**src/sv/srle_pkg.sv**
```systemverilog
// Shared types and constants for the screen RLE run expander.
package srle_pkg;

  localparam int unsigned MAX_DIM_BITS_DEFAULT = 12;
  localparam int unsigned QUEUE_DEPTH          = 2;

  localparam int unsigned OP_W        = 2;
  localparam int unsigned COLOUR_W    = 24;
  localparam int unsigned CODE_W      = 8;
  localparam int unsigned RUN_W       = 32;
  localparam int unsigned COORD_W     = 12;
  localparam int unsigned CFG_INDEX_W = 4;
  localparam int unsigned CFG_DATA_W  = 13;

  localparam logic [OP_W-1:0] OP_TOKEN = 2'd0;
  localparam logic [OP_W-1:0] OP_TICK  = 2'd1;
  localparam logic [OP_W-1:0] OP_EOP   = 2'd2;

  localparam logic [CODE_W-1:0] LONG_RUN_CODE = 8'd0;
  localparam logic [CODE_W-1:0] COPY_CODE     = 8'd255;

  localparam logic [CFG_INDEX_W-1:0] CFG_FRAME_WIDTH  = 4'd0;
  localparam logic [CFG_INDEX_W-1:0] CFG_FRAME_HEIGHT = 4'd1;

  localparam logic [CFG_DATA_W-1:0] FRAME_WIDTH_RESET  = 13'd640;
  localparam logic [CFG_DATA_W-1:0] FRAME_HEIGHT_RESET = 13'd480;

  typedef struct packed {
    logic [OP_W-1:0]     op;
    logic [COLOUR_W-1:0] fill_colour;
    logic [CODE_W-1:0]   run_code;
    logic [RUN_W-1:0]    long_run;
  } in_item_t;

  typedef struct packed {
    logic [COORD_W-1:0]  pixel_row;
    logic [COORD_W-1:0]  pixel_col;
    logic [COLOUR_W-1:0] pixel_value;
    logic                copy_from_reference;
    logic                frame_done;
    logic                intra_frame;
    logic                error;
  } out_item_t;

  typedef enum logic [1:0] {
    CMD_TOKEN,
    CMD_TICK,
    CMD_EOP
  } cmd_kind_t;

  typedef struct packed {
    cmd_kind_t           kind;
    logic [RUN_W-1:0]    len;
    logic [COLOUR_W-1:0] colour;
    logic                copy;
  } cmd_t;

  typedef struct packed {
    logic                   we;
    logic [CFG_INDEX_W-1:0] index;
    logic [CFG_DATA_W-1:0]  data;
  } cfg_wr_t;

endpackage

```
**src/sv/srle_fifo.sv**
```systemverilog
// Small register queue used between the front, the back and the result port.
module srle_fifo import srle_pkg::*; #(
  parameter int unsigned WIDTH = 1,
  parameter int unsigned DEPTH = QUEUE_DEPTH
) (
  input  logic             clk,
  input  logic             rst,
  input  logic             push,
  input  logic [WIDTH-1:0] wr_data,
  output logic             full,
  input  logic             pop,
  output logic [WIDTH-1:0] rd_data,
  output logic             empty
);

  localparam int unsigned PTR_W = (DEPTH > 1) ? $clog2(DEPTH) : 1;
  localparam int unsigned CNT_W = $clog2(DEPTH + 1);
  localparam logic [PTR_W-1:0] LAST_PTR = PTR_W'(DEPTH - 1);
  localparam logic [CNT_W-1:0] FULL_CNT = CNT_W'(DEPTH);

  logic [WIDTH-1:0] store [DEPTH];
  logic [PTR_W-1:0] wr_ptr;
  logic [PTR_W-1:0] rd_ptr;
  logic [CNT_W-1:0] count;
  logic             push_ok;
  logic             pop_ok;

  assign full    = (count == FULL_CNT);
  assign empty   = (count == '0);
  assign push_ok = push && !full;
  assign pop_ok  = pop && !empty;
  assign rd_data = store[rd_ptr];

  always_ff @(posedge clk) begin
    if (push_ok) begin
      store[wr_ptr] <= wr_data;
    end
  end

  always_ff @(posedge clk) begin
    if (rst) begin
      wr_ptr <= '0;
      rd_ptr <= '0;
      count  <= '0;
    end else begin
      if (push_ok) begin
        wr_ptr <= (wr_ptr == LAST_PTR) ? '0 : wr_ptr + PTR_W'(1);
      end
      if (pop_ok) begin
        rd_ptr <= (rd_ptr == LAST_PTR) ? '0 : rd_ptr + PTR_W'(1);
      end
      if (push_ok && !pop_ok) begin
        count <= count + CNT_W'(1);
      end else if (pop_ok && !push_ok) begin
        count <= count - CNT_W'(1);
      end
    end
  end

endmodule

```
**src/sv/srle_front.sv**
```systemverilog
// Front end: takes input items and turns them into commands for the back end.
module srle_front import srle_pkg::*; (
  input  in_item_t item,
  input  logic     push,
  output logic     full,
  input  logic     cmd_full,
  output logic     cmd_push,
  output cmd_t     cmd
);

  logic is_copy;

  assign full    = cmd_full;
  assign is_copy = (item.run_code == COPY_CODE);

  always_comb begin
    cmd.kind   = CMD_TICK;
    cmd.copy   = is_copy;
    cmd.colour = is_copy ? '0 : item.fill_colour;
    priority if (item.run_code == LONG_RUN_CODE) begin
      cmd.len = item.long_run;
    end else if (is_copy) begin
      cmd.len = RUN_W'(item.fill_colour);
    end else begin
      cmd.len = RUN_W'(item.run_code);
    end
    cmd_push = push && !cmd_full;
    unique case (item.op)
      OP_TOKEN: cmd.kind = CMD_TOKEN;
      OP_TICK:  cmd.kind = CMD_TICK;
      OP_EOP:   cmd.kind = CMD_EOP;
      default:  cmd_push = 1'b0;
    endcase
  end

endmodule

```
**src/sv/srle_back.sv**
```systemverilog
// Back end: run counters, frame position, packet flags and frame size registers.
module srle_back import srle_pkg::*; #(
  parameter int unsigned MAX_DIM_BITS = MAX_DIM_BITS_DEFAULT
) (
  input  logic      clk,
  input  logic      rst,
  input  cfg_wr_t   cfg_wr,
  input  logic      cmd_empty,
  input  cmd_t      cmd,
  output logic      cmd_pop,
  input  logic      res_full,
  output logic      res_push,
  output out_item_t res
);

  localparam int unsigned DIM_W  = MAX_DIM_BITS + 1;
  localparam int unsigned CMPD_W = (DIM_W > CFG_DATA_W) ? DIM_W : CFG_DATA_W;
  localparam int unsigned PIX_W  = 2 * DIM_W;
  localparam int unsigned CMP_W  = (PIX_W > RUN_W) ? PIX_W : RUN_W;
  localparam int unsigned EXT_W  = (MAX_DIM_BITS > COORD_W) ? MAX_DIM_BITS : COORD_W;

  function automatic logic [DIM_W-1:0] eff_dim(input logic [CFG_DATA_W-1:0] v);
    logic [CMPD_W-1:0] ve;
    logic [CMPD_W-1:0] lim;
    ve  = CMPD_W'(v);
    lim = CMPD_W'(1) << MAX_DIM_BITS;
    if (v == '0) begin
      return DIM_W'(1);
    end else if (ve > lim) begin
      return DIM_W'(lim);
    end
    return DIM_W'(ve);
  endfunction

  logic [CFG_DATA_W-1:0]   frame_width;
  logic [CFG_DATA_W-1:0]   frame_height;
  logic [PIX_W-1:0]        frame_pixels;
  logic [PIX_W-1:0]        pix_done;
  logic [RUN_W-1:0]        run_left;
  logic [MAX_DIM_BITS-1:0] cur_col;
  logic [MAX_DIM_BITS-1:0] cur_row;
  logic [COLOUR_W-1:0]     run_colour;
  logic                    run_is_copy;
  logic                    intra_seen;
  logic                    error_seen;

  logic [DIM_W-1:0]        eff_w;
  logic [DIM_W-1:0]        eff_h;
  logic [DIM_W-1:0]        restart_h;
  logic [PIX_W-1:0]        pix_left;
  logic                    cfg_hit;
  logic                    run_busy;
  logic                    last_col;
  logic                    token_over;
  logic [EXT_W-1:0]        row_ext;
  logic [EXT_W-1:0]        col_ext;

  assign eff_w     = eff_dim(frame_width);
  assign eff_h     = eff_dim(frame_height);
  assign pix_left  = frame_pixels - pix_done;
  assign run_busy  = (run_left != '0);
  assign last_col  = ({1'b0, cur_col} + DIM_W'(1)) == eff_w;
  assign token_over = CMP_W'(cmd.len) > CMP_W'(pix_left);
  assign cfg_hit   = cfg_wr.we &&
                     (cfg_wr.index == CFG_FRAME_WIDTH || cfg_wr.index == CFG_FRAME_HEIGHT);
  assign restart_h = (cfg_hit && cfg_wr.index == CFG_FRAME_HEIGHT) ?
                     eff_dim(cfg_wr.data) : eff_h;

  assign cmd_pop = !cmd_empty && !res_full;
  assign row_ext = EXT_W'(cur_row);
  assign col_ext = EXT_W'(cur_col);

  always_comb begin
    res      = '0;
    res_push = 1'b0;
    if (cmd_pop) begin
      unique case (cmd.kind)
        CMD_TICK: begin
          res_push                = run_busy;
          res.pixel_row           = row_ext[COORD_W-1:0];
          res.pixel_col           = col_ext[COORD_W-1:0];
          res.pixel_value         = run_colour;
          res.copy_from_reference = run_is_copy;
        end
        CMD_EOP: begin
          res_push        = 1'b1;
          res.frame_done  = 1'b1;
          res.intra_frame = intra_seen;
          res.error       = error_seen;
        end
        default: ;
      endcase
    end
  end

  always_ff @(posedge clk) begin
    frame_pixels <= PIX_W'(eff_w) * PIX_W'(eff_h);
  end

  always_ff @(posedge clk) begin
    if (rst) begin
      frame_width  <= FRAME_WIDTH_RESET;
      frame_height <= FRAME_HEIGHT_RESET;
      pix_done     <= '0;
      run_left     <= '0;
      cur_col      <= '0;
      cur_row      <= MAX_DIM_BITS'(eff_dim(FRAME_HEIGHT_RESET) - DIM_W'(1));
      run_colour   <= '0;
      run_is_copy  <= 1'b0;
      intra_seen   <= 1'b1;
      error_seen   <= 1'b0;
    end else if (cfg_hit || (cmd_pop && cmd.kind == CMD_EOP)) begin
      if (cfg_hit && cfg_wr.index == CFG_FRAME_WIDTH) begin
        frame_width <= cfg_wr.data;
      end
      if (cfg_hit && cfg_wr.index == CFG_FRAME_HEIGHT) begin
        frame_height <= cfg_wr.data;
      end
      pix_done    <= '0;
      run_left    <= '0;
      cur_col     <= '0;
      cur_row     <= MAX_DIM_BITS'(restart_h - DIM_W'(1));
      run_colour  <= '0;
      run_is_copy <= 1'b0;
      intra_seen  <= 1'b1;
      error_seen  <= 1'b0;
    end else if (cmd_pop) begin
      unique case (cmd.kind)
        CMD_TOKEN: begin
          if (!run_busy && !error_seen) begin
            if (token_over) begin
              error_seen <= 1'b1;
            end else begin
              run_left    <= cmd.len;
              run_is_copy <= cmd.copy;
              run_colour  <= cmd.colour;
              if (cmd.copy) begin
                intra_seen <= 1'b0;
              end
            end
          end
        end
        CMD_TICK: begin
          if (run_busy) begin
            run_left <= run_left - RUN_W'(1);
            pix_done <= pix_done + PIX_W'(1);
            if (last_col) begin
              cur_col <= '0;
              if (cur_row != '0) begin
                cur_row <= cur_row - MAX_DIM_BITS'(1);
              end
            end else begin
              cur_col <= cur_col + MAX_DIM_BITS'(1);
            end
          end
        end
        default: ;
      endcase
    end
  end

  a_run_fits: assert property (@(posedge clk) disable iff (rst)
    run_busy |-> CMP_W'(run_left) <= CMP_W'(pix_left))
    else $error("pending run exceeds pixels left in frame");

  a_col_in_row: assert property (@(posedge clk) disable iff (rst)
    $past(!rst) |-> {1'b0, cur_col} < eff_w)
    else $error("column outside frame width");

  a_eop_restart: assert property (@(posedge clk) disable iff (rst)
    cmd_pop && cmd.kind == CMD_EOP |=> !run_busy && intra_seen && !error_seen)
    else $error("packet state not restarted after end of packet");

  a_error_sticky: assert property (@(posedge clk) disable iff (rst)
    error_seen && !cfg_hit && !(cmd_pop && cmd.kind == CMD_EOP) |=> error_seen)
    else $error("error flag cleared inside packet");

endmodule

```
**src/sv/screen_rle_run_expander.sv**
```systemverilog
// Top level of the screen RLE run expander: front, command queue, back, result queue.
// Each item is registered in the command queue, its result in the result queue.
// Throughput: one item per cycle unless the command queue is full; the back end runs one
// command per cycle, held off while the result queue is full. Both queues are two deep.
// Synchronous active-high reset empties the queues, sets the frame to 640 x 480
// and restarts the packet state; configuration writes are always ready.
module screen_rle_run_expander import srle_pkg::*; #(
  parameter int unsigned MAX_DIM_BITS = MAX_DIM_BITS_DEFAULT
) (
  input  logic                   clk,
  input  logic                   rst,
  input  in_item_t               item,
  input  logic                   push,
  output logic                   full,
  output out_item_t              result,
  output logic                   empty,
  input  logic                   pop,
  input  logic                   cfg_valid,
  output logic                   cfg_ready,
  input  logic [CFG_INDEX_W-1:0] cfg_index,
  input  logic [CFG_DATA_W-1:0]  cfg_data
);

  cmd_t      front_cmd;
  logic      front_push;
  cmd_t      back_cmd;
  logic      cmd_full;
  logic      cmd_empty;
  logic      cmd_pop;
  out_item_t back_res;
  logic      res_push;
  logic      res_full;
  cfg_wr_t   cfg_wr;

  assign cfg_ready    = 1'b1;
  assign cfg_wr.we    = cfg_valid;
  assign cfg_wr.index = cfg_index;
  assign cfg_wr.data  = cfg_data;

  srle_front u_front (
    .item     (item),
    .push     (push),
    .full     (full),
    .cmd_full (cmd_full),
    .cmd_push (front_push),
    .cmd      (front_cmd)
  );

  srle_fifo #(
    .WIDTH ($bits(cmd_t)),
    .DEPTH (QUEUE_DEPTH)
  ) u_cmd_q (
    .clk     (clk),
    .rst     (rst),
    .push    (front_push),
    .wr_data (front_cmd),
    .full    (cmd_full),
    .pop     (cmd_pop),
    .rd_data (back_cmd),
    .empty   (cmd_empty)
  );

  srle_back #(
    .MAX_DIM_BITS (MAX_DIM_BITS)
  ) u_back (
    .clk       (clk),
    .rst       (rst),
    .cfg_wr    (cfg_wr),
    .cmd_empty (cmd_empty),
    .cmd       (back_cmd),
    .cmd_pop   (cmd_pop),
    .res_full  (res_full),
    .res_push  (res_push),
    .res       (back_res)
  );

  srle_fifo #(
    .WIDTH ($bits(out_item_t)),
    .DEPTH (QUEUE_DEPTH)
  ) u_res_q (
    .clk     (clk),
    .rst     (rst),
    .push    (res_push),
    .wr_data (back_res),
    .full    (res_full),
    .pop     (pop),
    .rd_data (result),
    .empty   (empty)
  );

endmodule

```
**config.mk**
```make
export PLATFORM = sky130hd
export DESIGN_NAME = screen_rle_run_expander
export DESIGN_NICKNAME = d
export VERILOG_FILES = /design/src/sv/srle_pkg.sv /design/src/sv/srle_fifo.sv /design/src/sv/srle_front.sv /design/src/sv/srle_back.sv /design/src/sv/screen_rle_run_expander.sv
export SDC_FILE = /design/constraint.sdc
export NUM_CORES = 1
export LEC_CHECK = 0
export BUFFER_PORTS_ARGS = -buffer_cell sky130_fd_sc_hd__buf_2
export CAP_MARGIN = 20
export CORE_UTILIZATION = 55
export DETAILED_ROUTE_END_ITERATION = 6
export PLACE_DENSITY_LB_ADDON = 0.1
export SYNTH_ARGS = -nofsm -noshare
export SYNTH_HDL_FRONTEND = slang
export SYNTH_HIERARCHICAL = 1
export SYNTH_SLANG_ARGS = --single-unit
```
**constraint.sdc**
```tcl
create_clock -name clk -period 6.6 [get_ports clk]
set_clock_uncertainty 0.1 [all_clocks]
set_input_delay 0.66 -clock clk [delete_from_list [all_inputs] [get_ports clk]]
set_output_delay 0.66 -clock clk [all_outputs]
set_load 0.05 [all_outputs]
```
==> results of run 1 <==
[cell type report]
cell class,instances,area (um2)
Sequential cell,393,10100
Timing Repair Buffer,208,1250
Multi-Input combinational cell,1717,13200
Clock buffer,57,1160
Fill cell,3690,16700
Antenna cell,1,2.50
Tap cell,592,741
Clock inverter,23,253
Inverter,234,878
[registers in the layout, indices dropped and copies added (netlist names), named ones only]
register and cells:
u_cmd_q/store 118, u_res_q/store 104, u_back/run_left 32, u_back/frame_pixels 26, u_back/pix_done 26, u_back/run_colour 24, u_back/frame_height 13, u_back/frame_width 13
u_back/col_ext 12, u_back/cur_row 12, u_cmd_q/count 2, u_res_q/count 2, u_back/error_seen 1, u_back/intra_seen 1, u_back/run_is_copy 1, u_cmd_q/rd_ptr 1
u_cmd_q/wr_ptr 1, u_res_q/rd_ptr 1, u_res_q/wr_ptr 1
[how the worst max path moves through the flow]
stage	slack [ns]	cells after the start	end
2_1_floorplan	0.29	21	u_back/frame_pixels[25]$_DFF_P_
3_3_place_gp	0.09	22	u_back/frame_pixels[25]$_DFF_P_
3_5_place_dp	0.03	22	u_back/frame_pixels[25]$_DFF_P_
4_1_cts	0.07	22	u_back/frame_pixels[25]$_DFF_P_
5_1_grt	-0.07	22	u_back/frame_pixels[25]$_DFF_P_
6_report	0.36	23	u_back/frame_pixels[25]$_DFF_P_
[cell families after synthesis]
family | Yosys count
and+or+nand+nor | 840
AOI/OAI and AO/OA | 405
DFF | 393
buffers and inverters | 359
adders and majority gates | 253
muxes | 120
xor gates and xnor gates | 98
other | 1
[cell usage after synthesis, drive strengths merged, types with 19 or more instances]
master,count,area share [%]
nand2,289,4.4
inv,234,3.6
edfxtp,222,27
nor2,179,2.8
dfxtp,171,14
a21oi,135,2.8
ha,131,6.6
fa,122,9.9
mux2,112,5.1
o21ai,74,1.5
xnor2,66,2.4
and3,65,1.6
clkbuf,65,0.99
nor3,64,1.4
nor2b,63,1.6
buf,60,1.4
nand3,42,0.85
xor2,32,1.1
a21o,27,0.85
a22o,24,0.86
nor4,24,0.82
nand4,20,0.51
o211ai,20,0.61
o21a,20,0.61
nand2b,19,0.48
or3,19,0.52
[layer usage]
metal / vias up / wire, um
met5: - / 13
met4: 2 / 1520
met3: 94 / 3900
met2: 550 / 27800
met1: 8962 / 29000
li1: 8819 / -
[power by group through the flow]
| stage | sequential [mW] | combinational, mW | clock (mW) |
|---|---|---|---|
| 6_report | 2.98 | 3.27 | 2.39 |
| 5_1_grt | 3.00 | 3.58 | 2.52 |
| 4_1_cts | 2.98 | 3.25 | 2.44 |
| 3_5_place_dp | 3.03 | 3.22 | 0 |
| 3_3_place_gp | 3.02 | 3.16 | 0 |
| 2_1_floorplan | 2.98 | 2.48 | 0 |
[worst max-delay path: cells and delay by family (launching register included)]
| kind | cells | cell delay, ns |
|---|---|---|
| AO/OA/AOI/OAI | 7 | 1.59 |
| XOR/XNOR | 1 | 0.13 |
| adder cells (fa/ha/maj) | 6 | 2.90 |
| buffers and inverters | 6 | 0.60 |
| flip-flops | 1 | 0.39 |
| AND/OR/NAND/NOR | 3 | 0.46 |
[stage by stage]
step	TNS, ns	worst slack [ns]	util [%]	instance area, um2
global placement	0	0.0872	58.9	26000
global route	-0.0688	-0.0688	62.3	27600
detailed placement	0	0.0255	58.9	26100
floorplan	0	0.287	-	24700
CTS	0	0.0724	62.2	27500
finish	0	0.360	62.3	27600
==> results by group, run 1 <==
Worst setup path
  • Worst r2r dst: u_back/frame_pixels[25]$_DFF_P_
  • R2R cell count: 23
  • CP Max Fanout: 9
  • Critical path arrival: around 6.6 ns
  • CP Data Required Time: 7.00 ns
  • Crit end category: flop
  • FF-to-FF Start: u_back/frame_height[12]$_SDFFE_PP0P_
  • Critical path cell sequence: inv_1 > buf_4 > nand2_1 > nor2_1 > fa_1 > inv_1 > fa_1 > inv_1 > fa_1 > inv_1 > fa_1 > fa_1 > inv_1 > ha_1 > o21ai_0 > nand2b_1 > a31oi_1 > a2111oi_0 > a211o_1 > o41ai_2 > o21bai_1 > a21oi_1 > xnor2_1
  • Slowest CP cell: fa_1
  • R2R setup slack: 0.36 ns
  • Setup CP Type: reg2reg
  • Critical Path Start Type: flop
  • Max stage delay on crit path: roughly 0.56 ns
  • CP startpoint: u_back/frame_height[12]$_SDFFE_PP0P_

GRT
  • Met1 Use GR: around two fifths
  • Total grt overflow: 0
  • First-pass GRT wire length: ~98000 um
  • Grt peak-use layer: met2
  • M3 GR Usage: between 4 and 5%
  • Met2 usage: ~42%
  • Total track usage: 27.9%
  • Pin count of the biggest net entering global routing: 85
  • Number of global-route vias before repair: approximately 18000
  • Initial antenna violation count: 2

Drt
  • Router iterations before antenna repair: 6
  • Initial DRC count: between 1500 and 2000
  • WL per Instance: 19.3 um
  • Final WL: slightly above 60000 um
  • Via density: 5.71
  • Post-route ant nets: 0
  • Vias: between 15000 and 20000
  • Residual DRC: 0

Worst hold path
  • Hold worst-path end: u_back/frame_height[6]$_SDFFE_PP1P_
  • Worst Hold Launch: cfg_data[6]
  • Hold Path Depth: 3
  • HP Class: in2reg

Final layout
  • Total Nets Final: 2938
  • Most common cell after layout, fill and taps aside: nand2_1
  • Non-filler cells, final: around 3200
  • Most frequent cells in the layout: nand2_1, inv_1, edfxtp_1, nor2_1, dfxtp_1
  • Layout area overhead: 11.7%
  • Fraction of final layout cells sized beyond drive strength 1: 17.0%

Pwr
  • Combinational share of power: between 30% and 40%
  • Peak VDD IR: about 300 uV
  • P_int: between 5 and 6 mW
  • P_leak: about 11 nW
  • Clock network power share: between 20% and 30%
  • Psw: around 3.3 mW
  • Pwr Density: around 310 mW/mm2
  • Net Sw Frac: ~38%
  • Sequential share of power: 34.5%
  • Post-route total power: about 8.6 mW

Place
  • Dpl cells: between 3000 and 4000
  • Detailed placement HPWL: 46300 um
  • GP Congestion: around 0.94
  • PortBufs: 141

Synthesis
  • Post-Synthesis Cell Area: 0.0247 mm2
  • Simple-gate portion of the synthesized area: around 17%
  • #FFs+latches synth: 393
  • Post-synth cell types: 88
  • Sequential element share of the synthesized area: between 40% and 50%
  • Syn Area/Cell: approximately 10 um2
  • Synth Area in Compound Gates: between 10% and 20%
  • Synth Area in Adders: around 17%
  • Async set-reset flop share out of synthesis: 0%
  • Synth Area in XOR/XNOR: 3.51%
  • Number of synthesized flops with an enable pin: between 200 and 250
  • Synthesized net count: about 2800
  • Main combinational cell family by area after synthesis: simple AND/OR/NAND/NOR gates
  • Syn Inst Count: between 2000 and 2500
  • Yosys warns: 6
  • Multiplexer share of the synthesized area: around 5.4%
  • Most used DFF post-synth: edfxtp_1

CTS
  • Skew-Pair Late Insertion Delay: around 0.59 ns
  • Cts hold-fix bufs: 0
  • Clock transition at path regs: ~0.060 ns
  • Clk sinks: 393
  • Clk buf depth: 3
  • CTS tree: done
  • CTS resizes: 2
  • Total CTS buffers: between 40 and 50
  • Htree depth: 2
  • Post-CTS Setup Bufs: 0
  • CTS root buf: clkbuf_16

Timing
  • Final cycle utilization of the critical path: a little over nine tenths
  • FMAX: 0.160 GHz
  • Slew Limit Headroom: between 30% and 40%
  • Worst-Margin Slew: slightly above 1 ns
  • Slew Limit Fails: 0
  • RSZ-0062 raised after global routing: yes
  • Min cycle time layout: between 6 and 7 ns
  • # setup viols final: 0
  • Final Hold Viols: 0
  • Hold Worst Slack: 0.251 ns

Die
  • Die Wd: 214 um
  • Initial core utilization: 55.8%
  • IO Pins: 143
  • Die area: 0.0457 mm2
  • Row count: 77
  • Area of the core: ~0.044 mm2
  • Die Ht: 214 um

Status
  • Outcome: finished clean

Flow run
  • MaxCap Viol Count: 0
No activity file was read; power rests on OpenSTA's default activity.
==> inputs of run 2 (changes only) <==
--- a/config.mk
+++ b/config.mk
@@ -8,7 +8,9 @@
 export BUFFER_PORTS_ARGS = -buffer_cell sky130_fd_sc_hd__buf_2
 export CAP_MARGIN = 20
 export CORE_UTILIZATION = 55
+export CTS_BUF_LIST = sky130_fd_sc_hd__clkbuf_8
 export DETAILED_ROUTE_END_ITERATION = 6
+export GPL_TIMING_DRIVEN = 0
 export PLACE_DENSITY_LB_ADDON = 0.1
 export SYNTH_ARGS = -nofsm -noshare
 export SYNTH_HDL_FRONTEND = slang
==> results by group, run 2 (synthesized netlist as in run 1, its figures left out) <==
Die
  • IO Pins: 143 (unchanged)
  • Row count: 77 (unchanged)
  • Initial core utilization: 55.8% (unchanged)
  • Die Ht: 214 um (unchanged)
  • Area of the core: 0.0442 mm2 (unchanged)
  • Die Wd: 214 um (unchanged)
  • Die area: 0.0457 mm2 (unchanged)

Timing
  • Slew Limit Fails: 0 (unchanged)
  • Worst-Margin Slew: 1.05 ns (was 1.03 ns)
  • FMAX: 0.156 GHz (was 0.160 GHz)
  • Min cycle time layout: 6.41 ns (was 6.24 ns)
  • Final WS setup: 0.193 ns (was 0.360 ns)
  • Final Hold Viols: 0 (unchanged)
  • Hold Worst Slack: 0.191 ns (was 0.251 ns)
  • # setup viols final: 0 (unchanged)
  • Slew Limit Headroom: 29.7% (was 30.9%)
  • Final cycle utilization of the critical path: 97.1% (was 94.6%)

CTS
  • CTS tree: done (unchanged)
  • Clk sinks: 393 (unchanged)
  • Clk buf depth: 3 (unchanged)
  • Total CTS buffers: 69 (was 43)
  • Cts hold-fix bufs: 0 (unchanged)
  • Htree depth: 3 (was 2)
  • CTS root buf: clkbuf_8 (was clkbuf_16)
  • Clock transition at path regs: 0.06 ns (about the same)
  • Skew-Pair Late Insertion Delay: 0.66 ns (was 0.59 ns)

GRT
  • Total grt overflow: 0 (unchanged)
  • Met2 usage: 44.8% (was 42.5%)
  • Initial antenna violation count: 4 (was 2)
  • Grt peak-use layer: met2 (unchanged)
  • First-pass GRT wire length: 99700 um (was 98500 um)
  • Total track usage: 28.6% (was 27.9%)
  • Met1 Use GR: 39.5% (was 40.8%)
  • M3 GR Usage: 6.05% (was 4.19%)
  • Pin count of the biggest net entering global routing: 60 (was 85)
  • Number of global-route vias before repair: 18500 (was 18000)

Worst setup path
  • CP Data Required Time: 7.04 ns (was 7.00 ns)
  • Most common cell on crit path: fa_1
  • Critical Path Start Type: flop (unchanged)
  • Critical path arrival: 6.85 ns (was 6.64 ns)
  • Slowest CP cell: fa_1 (unchanged)
  • Crit end category: flop (unchanged)
  • CP Max Fanout: 10 (was 9)
  • Setup CP Type: reg2reg (unchanged)
  • Max stage delay on crit path: 0.55 ns (was 0.56 ns)

Final layout
  • Fraction of final layout cells sized beyond drive strength 1: 18.6% (was 17.0%)
  • Largest Register: u_cmd_q/store (unchanged)
  • Layout area overhead: 13.4% (was 11.7%)
  • Most frequent cells in the layout: nand2_1, inv_1, edfxtp_1, buf_2, nor2_1 (was nand2_1, inv_1, edfxtp_1, nor2_1, dfxtp_1)
  • Total Nets Final: 3029 (was 2938)
  • Most common cell after layout, fill and taps aside: nand2_1 (unchanged)
  • Max reg flops: 118 (unchanged)
  • Biggest registers after layout: u_cmd_q/store (118), u_res_q/store (104), u_back/run_left (32) (unchanged)

Drt
  • Via density: 5.73 (was 5.71)
  • Vias: 19100 (was 18400)
  • Router iterations before antenna repair: 6 (unchanged)
  • Residual DRC: 0 (unchanged)
  • Initial DRC count: 1480 (was 1620)
  • Post-route ant nets: 0 (unchanged)
  • WL per Instance: 19.4 um (was 19.3 um)
  • Final WL: 64600 um (was 62300 um)

Pwr
  • Net Sw Frac: 39.1% (was 37.9%)
  • Psw: 3.43 mW (was 3.27 mW)
  • Pwr Density: 313 mW/mm2 (about the same)
  • P_leak: 11.6 nW (was 11.3 nW)
  • Combinational share of power: 39.5% (was 37.9%)
  • Sequential share of power: 33.7% (was 34.5%)
  • P_int: 5.34 mW (was 5.36 mW)
  • Peak VDD IR: 289 uV (was 301 uV)
  • Clock network power share: 26.7% (was 27.6%)
  • Post-route total power: 8.77 mW (was 8.64 mW)

Place
  • GP Congestion: 0.941 (was 0.940)
  • Dpl ws: -0.933 ns (was 0.0255 ns)
  • PortBufs: 140 (was 141)
  • Detailed placement HPWL: 49200 um (was 46300 um)

Worst hold path
  • HP Class: in2reg (unchanged)

Flow run
  • MaxCap Viol Count: 0 (unchanged)

Status
  • Outcome: finished clean (unchanged)
-- run 2: cell types whose count changed in the layout (fill, tap and decap cells not counted), sizes merged --
| cell | delta |
|---|---|
| clkinv | -3 |
| bufinv | +1 |
| clkbuf | +86 |
| diode | +1 |
| buf | +3 |
| inv | +25 |
-- run 2: stage by stage --
| step | instance area, um2 | setup TNS, ns | instances | util, % |
|---|---|---|---|---|
| 6_report | 28000 | 0 | 3338 | 63.2 |
| 5_1_grt | 28000 | -0.213 | 3338 | 63.2 |
| 4_1_cts | 27700 | -0.00144 | 3331 | 62.7 |
| 3_5_place_dp | 26200 | -3.81 | 3204 | 59.2 |
| 3_3_place_gp | 26100 | -3.53 | 3201 | 59.0 |
| 2_1_floorplan | 24700 | 0 | 2469 | - |
-- run 2: worst paths after layout --
check | start | to | slack [ns] | cells after the start
max | u_back/frame_width[12]$_SDFFE_PP0P_ | u_back/frame_pixels[25]$_DFF_P_ | 0.19 | 25
min | cfg_data[5] | u_back/frame_height[5]$_SDFFE_PP1P_ | 0.19 | 3
max reg2reg | u_back/frame_width[12]$_SDFFE_PP0P_ | u_back/frame_pixels[25]$_DFF_P_ | 0.19 | 25
min reg2reg | u_back/run_colour[6]$_SDFFE_PP0P_ | u_back/run_colour[6]$_SDFFE_PP0P_ | 0.35 | 2
-- run 2: cell type report --
| cell class | instances | area (um2) |
|---|---|---|
| antenna | 2 | 5.00 |
| buffer | 122 | 626 |
| clock buffer | 81 | 1110 |
| clock inverter | 46 | 344 |
| fill | 3746 | 16300 |
| inverter | 234 | 882 |
| multi-input combinational | 1717 | 13300 |
| sequential | 393 | 10100 |
| tap | 592 | 741 |
| timing repair buffer | 151 | 821 |
-- run 2: what timing repair did --
action / in CTS / in global routing
gates resized for setup: 35 / 38
cloned: 0 / 0
setup endpoints to repair: 9 / 4
pin swaps: 1 / 7
buffers inserted: 2 / 6
-- run 2: metal layers --
metal | vias up | routed length, um
met3 | 114 | 5270
li1 | 9004 | -
met5 | - | 27
met1 | 9293 | 28000
met4 | 4 | 1500
met2 | 709 | 29800
-- run 2: power groups by stage --
stage          clock network, mW  logic [mW]  registers, mW
2_1_floorplan                  0        2.48           2.98
4_1_cts                     2.41        3.43           2.96
5_1_grt                     2.49        3.78           2.98
6_report                    2.34        3.46           2.96
3_5_place_dp                   0        3.40           3.01
3_3_place_gp                   0        3.33           3.01
-- run 2: worst max-delay path: cells and delay by family, from the launching register on --
family,cells,cell delay (ns)
adder cells (fa/ha/maj),6,2.67
AO/OA/AOI/OAI,8,1.79
buffers and inverters,8,0.98
flip-flops,1,0.37
AND/OR/NAND/NOR,2,0.22
XOR/XNOR,1,0.16
==> inputs of run 3 (changes only) <==
--- a/config.mk
+++ b/config.mk
@@ -11,7 +11,7 @@
 export CTS_BUF_LIST = sky130_fd_sc_hd__clkbuf_8
 export DETAILED_ROUTE_END_ITERATION = 6
 export GPL_TIMING_DRIVEN = 0
-export PLACE_DENSITY_LB_ADDON = 0.1
+export PLACE_DENSITY_LB_ADDON = 0.3
 export SYNTH_ARGS = -nofsm -noshare
 export SYNTH_HDL_FRONTEND = slang
 export SYNTH_HIERARCHICAL = 1
==> constraint.sdc (replaced) <==
create_clock -name clk -period 6.95 [get_ports clk]
set_clock_uncertainty 0.1 [all_clocks]
set_input_delay 0.695 -clock clk [delete_from_list [all_inputs] [get_ports clk]]
set_output_delay 0.695 -clock clk [all_outputs]
set_load 0.05 [all_outputs]
==> results by group, run 3 (synthesized netlist as in run 1, its figures left out) <==
Status
  • Outcome: finished clean (unchanged)

Pwr
  • Sequential share of power: 34.4% (was 33.7%)
  • Net Sw Frac: 39.2% (was 39.1%)
  • Combinational share of power: 39.9% (was 39.5%)
  • P_leak: 11.5 nW (was 11.6 nW)
  • Clock network power share: 25.7% (was 26.7%)
  • Pwr Density: 295 mW/mm2 (was 313 mW/mm2)
  • Psw: 3.20 mW (was 3.43 mW)
  • Peak VDD IR: 210 uV (was 289 uV)
  • P_int: 4.97 mW (was 5.34 mW)

Final layout
  • Post-route cell area: 0.0277 mm2 (was 0.0280 mm2)
  • Biggest registers after layout: u_cmd_q/store (118), u_res_q/store (104), u_back/run_left (32) (unchanged)
  • Layout area overhead: 12.3% (was 13.4%)
  • Most common cell after layout, fill and taps aside: nand2_1 (unchanged)
  • Fraction of final layout cells sized beyond drive strength 1: 17.8% (was 18.6%)
  • Largest Register: u_cmd_q/store (unchanged)
  • Layout Utilization: 62.7% (was 63.2%)
  • Most frequent cells in the layout: nand2_1, inv_1, edfxtp_1, buf_2, nor2_1 (unchanged)
  • Max reg flops: 118 (unchanged)
  • Non-filler cells, final: 3328 (was 3338)
  • Total Nets Final: 3024 (was 3029)

Place
  • GP Congestion: 0.952 (was 0.941)
  • PortBufs: 140 (unchanged)
  • Detailed placement HPWL: 50000 um (was 49200 um)
  • Dpl ws: -0.616 ns (was -0.933 ns)
  • Post-DP Area: 0.0262 mm2 (about the same)
  • Dpl cells: 3206 (was 3204)

CTS
  • Clk sinks: 393 (unchanged)
  • Htree depth: 3 (unchanged)
  • Total CTS buffers: 69 (unchanged)
  • Skew-Pair Late Insertion Delay: 0.64 ns (was 0.66 ns)
  • CTS root buf: clkbuf_8 (unchanged)
  • CTS tree: done (unchanged)
  • Cts hold-fix bufs: 0 (unchanged)
  • Clock transition at path regs: 0.06 ns (about the same)
  • Clk buf depth: 3 (unchanged)

GRT
  • Total grt overflow: 0 (unchanged)
  • First-pass GRT wire length: 101000 um (was 99700 um)
  • Total track usage: 28.7% (was 28.6%)
  • Pin count of the biggest net entering global routing: 43 (was 60)
  • Number of global-route vias before repair: 18700 (was 18500)
  • Initial antenna violation count: 1 (was 4)

Die
  • Initial core utilization: 55.8% (unchanged)
  • Die area: 0.0457 mm2 (unchanged)
  • Die Ht: 214 um (unchanged)
  • Die Wd: 214 um (unchanged)
  • Row count: 77 (unchanged)
  • Area of the core: 0.0442 mm2 (unchanged)
  • IO Pins: 143 (unchanged)

Flow run
  • MaxCap Viol Count: 0 (unchanged)

Worst setup path
  • R2R cell count: 26 (was 25)
  • FF-to-FF Start: u_back/frame_width[12]$_SDFFE_PP0P_ (unchanged)
  • CP Max Fanout: 10 (unchanged)
  • CP Data Required Time: 7.37 ns (was 7.04 ns)
  • Critical Path Start Type: flop (unchanged)
  • R2R setup slack: 0.15 ns (was 0.19 ns)
  • CP startpoint: u_back/frame_width[12]$_SDFFE_PP0P_ (unchanged)
  • Crit end category: flop (unchanged)
  • Slowest CP cell: fa_1 (unchanged)
  • Critical path arrival: 7.23 ns (was 6.85 ns)
  • Max stage delay on crit path: 0.53 ns (was 0.55 ns)
  • Worst r2r dst: u_back/frame_pixels[24]$_DFF_P_ (was u_back/frame_pixels[25]$_DFF_P_)
  • Setup CP Type: reg2reg (unchanged)

Timing
  • Final cycle utilization of the critical path: 97.9% (was 97.1%)
  • Slew Limit Fails: 0 (unchanged)
  • # setup viols final: 0 (unchanged)
  • Final Hold Viols: 0 (unchanged)
  • Slew Limit Headroom: 29.9% (was 29.7%)
  • Worst-Margin Slew: 1.05 ns (about the same)
  • Hold Worst Slack: 0.235 ns (was 0.191 ns)
  • Final WS setup: 0.145 ns (was 0.193 ns)
  • FMAX: 0.147 GHz (was 0.156 GHz)
  • Min cycle time layout: 6.80 ns (was 6.41 ns)

Drt
  • Router iterations before antenna repair: 6 (unchanged)
  • Post-route ant nets: 0 (unchanged)
  • Vias: 19300 (was 19100)
  • Residual DRC: 0 (unchanged)
  • Initial DRC count: 1590 (was 1480)
  • Via density: 5.79 (was 5.73)
  • WL per Instance: 19.5 um (was 19.4 um)
  • Final WL: 65000 um (was 64600 um)

Worst hold path
  • Hold worst-path end: u_back/frame_width[7]$_SDFFE_PP1P_ (was u_back/frame_height[5]$_SDFFE_PP1P_)
  • HP Class: in2reg (unchanged)
  • Worst Hold Launch: cfg_data[7] (was cfg_data[5])
  • Hold Path Depth: 3 (unchanged)
[run 3: worst max-delay path, delay by kind of cell (launching register included)]
kind	cells	cell delay, ns
AND/OR/NAND/NOR	4	0.56
AO/OA/AOI/OAI	6	1.52
adder cells (fa/ha/maj)	6	2.87
buffers and inverters	9	1.14
XOR/XNOR	1	0.15
flip-flops	1	0.34
[run 3: power by group through the flow]
stage	registers (mW)	logic, mW	clock network, mW
after global routing	2.83	3.53	2.24
after CTS	2.81	3.23	2.14
after floorplan	2.83	2.36	0
after global placement	2.86	3.14	0
final	2.81	3.26	2.10
after detailed placement	2.85	3.21	0
[run 3: worst max-delay path by stage]
| stage | slack, ns | end | depth (start not counted) |
|---|---|---|---|
| 3_5_place_dp | -0.62 | u_back/frame_pixels[24]$_DFF_P_ | 25 |
| 4_1_cts | 0.01 | u_back/frame_pixels[25]$_DFF_P_ | 25 |
| 5_1_grt | -0.09 | u_back/frame_pixels[24]$_DFF_P_ | 26 |
| 2_1_floorplan | 0.64 | u_back/frame_pixels[25]$_DFF_P_ | 21 |
| 3_3_place_gp | -0.46 | u_back/frame_pixels[24]$_DFF_P_ | 25 |
| 6_report | 0.15 | u_back/frame_pixels[24]$_DFF_P_ | 26 |
[run 3: layout make-up]
class                      count  area (um2)
antenna                        1        2.50
buffer                       121         596
clock buffer                  79        1090
clock inverter                44         279
fill                        3661       16500
inverter                     234         878
multi-input combinational   1717       13200
sequential                   393       10100
tap                          592         741
timing repair buffer         147         801
[run 3: routing by layer]
layer	wire length, um	GRT usage (%)	up-vias	part of all wire [%]
met4	1160	7.73	0	1.8
met5	0	0	-	0
li1	-	-	8992	-
met3	4480	4.80	96	6.9
met2	31400	47.4	738	48
met1	28000	39.0	9459	43
[run 3: per-stage QoR]
step	TNS [ns]	power, mW
finish	0	8.16
global route	-0.0883	8.60
CTS	0	8.18
detailed placement	-2.12	6.07
global placement	-1.35	6.00
floorplan	0	5.18
[run 3: what timing repair did]
item	in CTS	in global routing
hold endpoints to repair	0	0
endpoints found under the setup margin	6	5
setup buffers	0	2
resized for setup	15	32
pin swaps	0	3
